### src/design/rpa_ram.sv
// Generic single-clock RAM with one write port and one registered read port.
module rpa_ram #(
    parameter int WIDTH = 8,
    parameter int DEPTH = 256
) (
    input  logic                     aclk,
    input  logic                     we,
    input  logic [$clog2(DEPTH)-1:0] waddr,
    input  logic [WIDTH-1:0]         wdata,
    input  logic [$clog2(DEPTH)-1:0] raddr,
    output logic [WIDTH-1:0]         rdata
);

    logic [WIDTH-1:0] mem [DEPTH];

    always_ff @(posedge aclk) begin
        if (we) begin
            mem[waddr] <= wdata;
        end
        rdata <= mem[raddr];
    end

endmodule

### config.mk
export PLATFORM = sky130hd
export DESIGN_NAME = rpa_ram
export DESIGN_NICKNAME = d
export VERILOG_FILES = /design/src/design/rpa_ram.sv
export SDC_FILE = /design/constraint.sdc
export NUM_CORES = 2
export LEC_CHECK = 0
export BUFFER_PORTS_ARGS = -buffer_cell sky130_fd_sc_hd__buf_2
export CORE_MARGIN = 4
export CORE_UTILIZATION = 55
export CTS_BUF_LIST = sky130_fd_sc_hd__clkbuf_8
export CTS_CLUSTER_SIZE = 12
export DETAILED_ROUTE_END_ITERATION = 10
export PLACE_DENSITY = 0.71
export SYNTH_ARGS = -nofsm -noshare
export SYNTH_HDL_FRONTEND = slang
export SYNTH_SLANG_ARGS = --single-unit
### constraint.sdc
create_clock -name aclk -period 3.4 [get_ports aclk]
set_input_delay 0.85 -clock aclk [delete_from_list [all_inputs] [get_ports aclk]]
set_output_delay 0.85 -clock aclk [all_outputs]
set_load 0.02 [all_outputs]
# Word level (Yosys, flattened, before mapping)
# Memory sizes are Yosys's and may differ from the RTL's. A register that Yosys moved wholly into a read port is not among the register bits.
# Index checks and enable logic that the tools add are counted.
[word_totals] ram_bits=2048 output_inout_bits=8 mem_count=1 ff_bits=0
[op_classes] n_mux=2
[mem_list] name="mem" words=256 width=8 rd=1 rd_ports_with_merged_regs=1 write_ports=1 line_no="14" rtl="logic [WIDTH-1:0] mem [DEPTH];"
[op_table] op="two-way mux 1 bit" n=2

# Logic depth before layout (Yosys ltp)
[logic_depth] depth_word=2 depth_mapped=11

# Worst setup path after synthesis
# No wires, ideal clock.
[synth_path] path_type="input to register" startpoint="input port raddr[0]" endpoint="register rdata[2], read port of mem" arrival_ns=2.657 slack_ns=0.612 setup_time_ns=0.131 path_stages=9 n_path_buf=4 required_ns=3.269 path_cell_list="buf_6 -> buf_12 -> buf_8 -> buf_2 -> mux4_2 -> a22oi_1 -> a21oi_1 -> nor4_1 -> nor4_2"
[synth_lines] element="from (decl)" line_no="10" rtl="input logic [$clog2(DEPTH)-1:0] raddr,"
[synth_lines] element="to (decl)" line_no="11" rtl="output logic [WIDTH-1:0] rdata"

==> out/results.ini <==
[status]
status = finished, final reports clean

[synth]
synth-simple-area-share_pct = 2.63
netlist_area_um2 = 79600
synth_xor_area_share_pct = 0
ys_seq_area_share_pct = 77.5
ys_warn_count = 0
synthAdderAreaFrac_pct = 0
syn_area_per_cell_um2 = 21.3
synth_compound_area_share_pct = 3.42
yosys.area.top_type = edfxtp_1
synth-seq-cells = 2056
muxShareOfSynthArea_pct = 14.6
synthCells = 3733
synth_nets = 3759
synth.area.top_cells = edfxtp_1, mux4_2, mux2i_1
yosysTopAreaCellShare_pct = 77.3
synth_top_family_by_area = multiplexers
ys_types = 55

[setup_path]
cp.arrival_ps = 3950
startpoint_type = input port
required_ps = 4240
worstSetupEndpoint = rdata[3]$_DFF_P_
worstReg2RegEnd = rdata[3]$_DFF_P_
rrSetupSlack_ps = 460
critPathTopFamily = compound AO/OA/AOI/OAI gates
critPathMaxStageDelay_ps = 630
crit_cells = 9
worst_r2r_path_depth = 6
end_kind = flip-flop
worstPathCellList = buf_8 -> buf_12 -> buf_12 -> mux4_2 -> a22o_1 -> a221oi_1 -> o32ai_1 -> nor3_1 -> nor4_1
crit_top_cell = buf_12
rr_startpoint = mem[82][3]$_DFFE_PP_
path_buf_inv = 3
crit_start = raddr[0]
path_class = input port to flip-flop
cp_slowest_cell = a221oi_1
cp_max_fo = 25

[clock_tree]
cts_resized = 0
clk_path_buf_depth = 4
cts_buffers = 336
h-tree-depth = 5
clock_sinks = 2056
clk_pin_slew_ps = 60
cts_tree = yes
clk_latency_ps = 990
postCtsSetupRepairBufs = 0
cts_root_buf = clkbuf_8
hold_buffers = 0

[timing]
finalWorstPathRequiredPeriod_ps = 3110
drv_slew = 0
min_period_over_period_pct = 91.4
layout_setup_ws_ps = 291
setup_viol = 0
clock.fmax_mhz = 322
fin_worst_skew_ps = 71.9
rsz0062_at_grt = no
slew_headroom_pct = 30.4
finalHoldViolCount = 0
worstMarginPinSlew_ps = 1030

[routing]
drtIter0Drc = 5455
drc = 0
dr.pass1.iters = 6
post_drt_wl_per_cell_um = 29.5
detailroute.via_count = 41500
routed_via_density = 6.34
wl_um = 193000
final_antenna_net_count = 0

[placed_design]
io_buffers = 33
gp_congestion = 0.871
place_ws_ps = -714
place.detailed.instances = 5972
hpwl_um = 123000

[floorplanning]
row_count = 139
initial_core_util_pct = 55.4
dieWidth_um = 388
die_h_um = 388
core_area_um2 = 144000
fp.dieArea_um2 = 151000
pin_count = 34

[layout]
finalNetCount = 4433
final_cells = 6546
mostFrequentLayoutCell = edfxtp_1
syn_to_final_growth_pct = 15.0
layout_common_cells = edfxtp_1, buf_4, mux4_2
fill_cells = 9690
drive_gt1_share_pct = 30.8

[hold_path]
hold-path-cell-count = 1
hp-class = input port to flip-flop

[global_routing]
antenna_found_initial = 10
track_usage_pct = 25.9
grt_max_degree = 104
grt_pass1_vias = 41500
grt_pass1_wl_um = 284000
overflow = 0

[pwr]
powerDensity_nw_per_um2 = 543
peakVddDrop_uv = 432
p_leak_nw = 29.8

[job]
drv_cap = 0

==> worst reg2reg max path: cells and delay by family, from the launching register on <==
family             cells  cell delay, ps
AOI/OAI and AO/OA      3            1200
and+or+nand+nor        2             690
muxes                  1             500
DFF                    1             370
==> layer usage <==
layer / routed length (um) / share of wire (%) / GRT usage (%) / vias up
met5: 68 / 0.035 / 0 / -
met4: 6190 / 3.2 / 8.63 / 10
met3: 20700 / 11 / 5.89 / 400
met2: 91200 / 47 / 39.3 / 2402
met1: 75000 / 39 / 37.8 / 21600
li1: - / - / - / 17100
==> worst min-delay path by stage <==
stage / startpoint / to / slack [ps]
final: wdata[0] / mem[230][0]$_DFFE_PP_ / 300
after global routing: wdata[0] / mem[230][0]$_DFFE_PP_ / 230
after CTS: wdata[0] / mem[230][0]$_DFFE_PP_ / 210
after detailed placement: mem[36][6]$_DFFE_PP_ / rdata[6]$_DFF_P_ / 1140
after global placement: mem[33][5]$_DFFE_PP_ / rdata[5]$_DFF_P_ / 1110
after floorplan: mem[40][3]$_DFFE_PP_ / rdata[3]$_DFF_P_ / 770
==> layout make-up <==
cell class / instances / area (um2) / area share [%]
clock buffer: 342 / 4710 / 5.15
clock inverter: 227 / 1070 / 1.17
timing repair buffer: 569 / 5160 / 5.64
inverter: 2 / 7.51 / 0.00821
multi-input combinational: 1442 / 16500 / 18.0
sequential: 2056 / 61700 / 67.4
tap: 1903 / 2380 / 2.60
antenna: 5 / 12.5 / 0.0137
==> synth_stat cells (all sizes together) <==
library cell  number
a22oi            133
nor4b              1
nor3              22
clkbuf           111
nand2             33
and2               6
buf              122
a211oi            16
o32ai              5
o22a               5
nand4             10
or2b               1
a311oi             2
a31oi              2
nand3             34
and3b              2
o22ai             28
nor3b              1
a221oi            14
a21oi             96
a22o               8
nor2             282
o221ai            47
o21ai             12
mux2               1
o311ai             1
a2111oi            5
mux2i            134
and3               1
nor4              27
a21boi             1
nand3b             2
mux4             456
nor2b             31
or3b               1
edfxtp          2048
dfxtp              8
or2                4
clkinv             1
o211ai            10
nand2b             8
inv                1
==> flip-flops by register name, summed over array words and instances (netlist names) <==
| signal | cells |
|---|---|
| rdata | 8 |
| mem | 2048 |
==> cell families (layout without fill, tap and decap cells) <==
logic type	count (synthesis)	after routing
other	0	5
multiplexers	591	591
flip-flops	2056	2056
buffers and inverters	235	1140
AO/OA/AOI/OAI	385	385
AND/OR/NAND/NOR	466	466
==> power breakdown <==
part           total, mW  switching, mW  internal, mW  leakage, nW
combinational       2.76           1.69          1.07         8.02
sequential          28.0         0.0590          27.9         18.5
clock               18.9           9.24          9.66         3.35
==> per-stage QoR <==
stage | utilization, % | power, mW | hold WS (ps) | cell area, um2 | TNS, ps
2_1_floorplan | - | 29.9 | 770 | 79600 | 0
6_report | 63.7 | 49.7 | 297 | 91500 | 0
3_3_place_gp | 59.7 | 31.2 | 1110 | 85700 | -2990
3_5_place_dp | 59.7 | 31.3 | 1140 | 85700 | -3120
4_1_cts | 63.7 | 50.0 | 210 | 91500 | 0
5_1_grt | 63.7 | 51.4 | 230 | 91500 | 0
(Power assumes the default switching activity.)
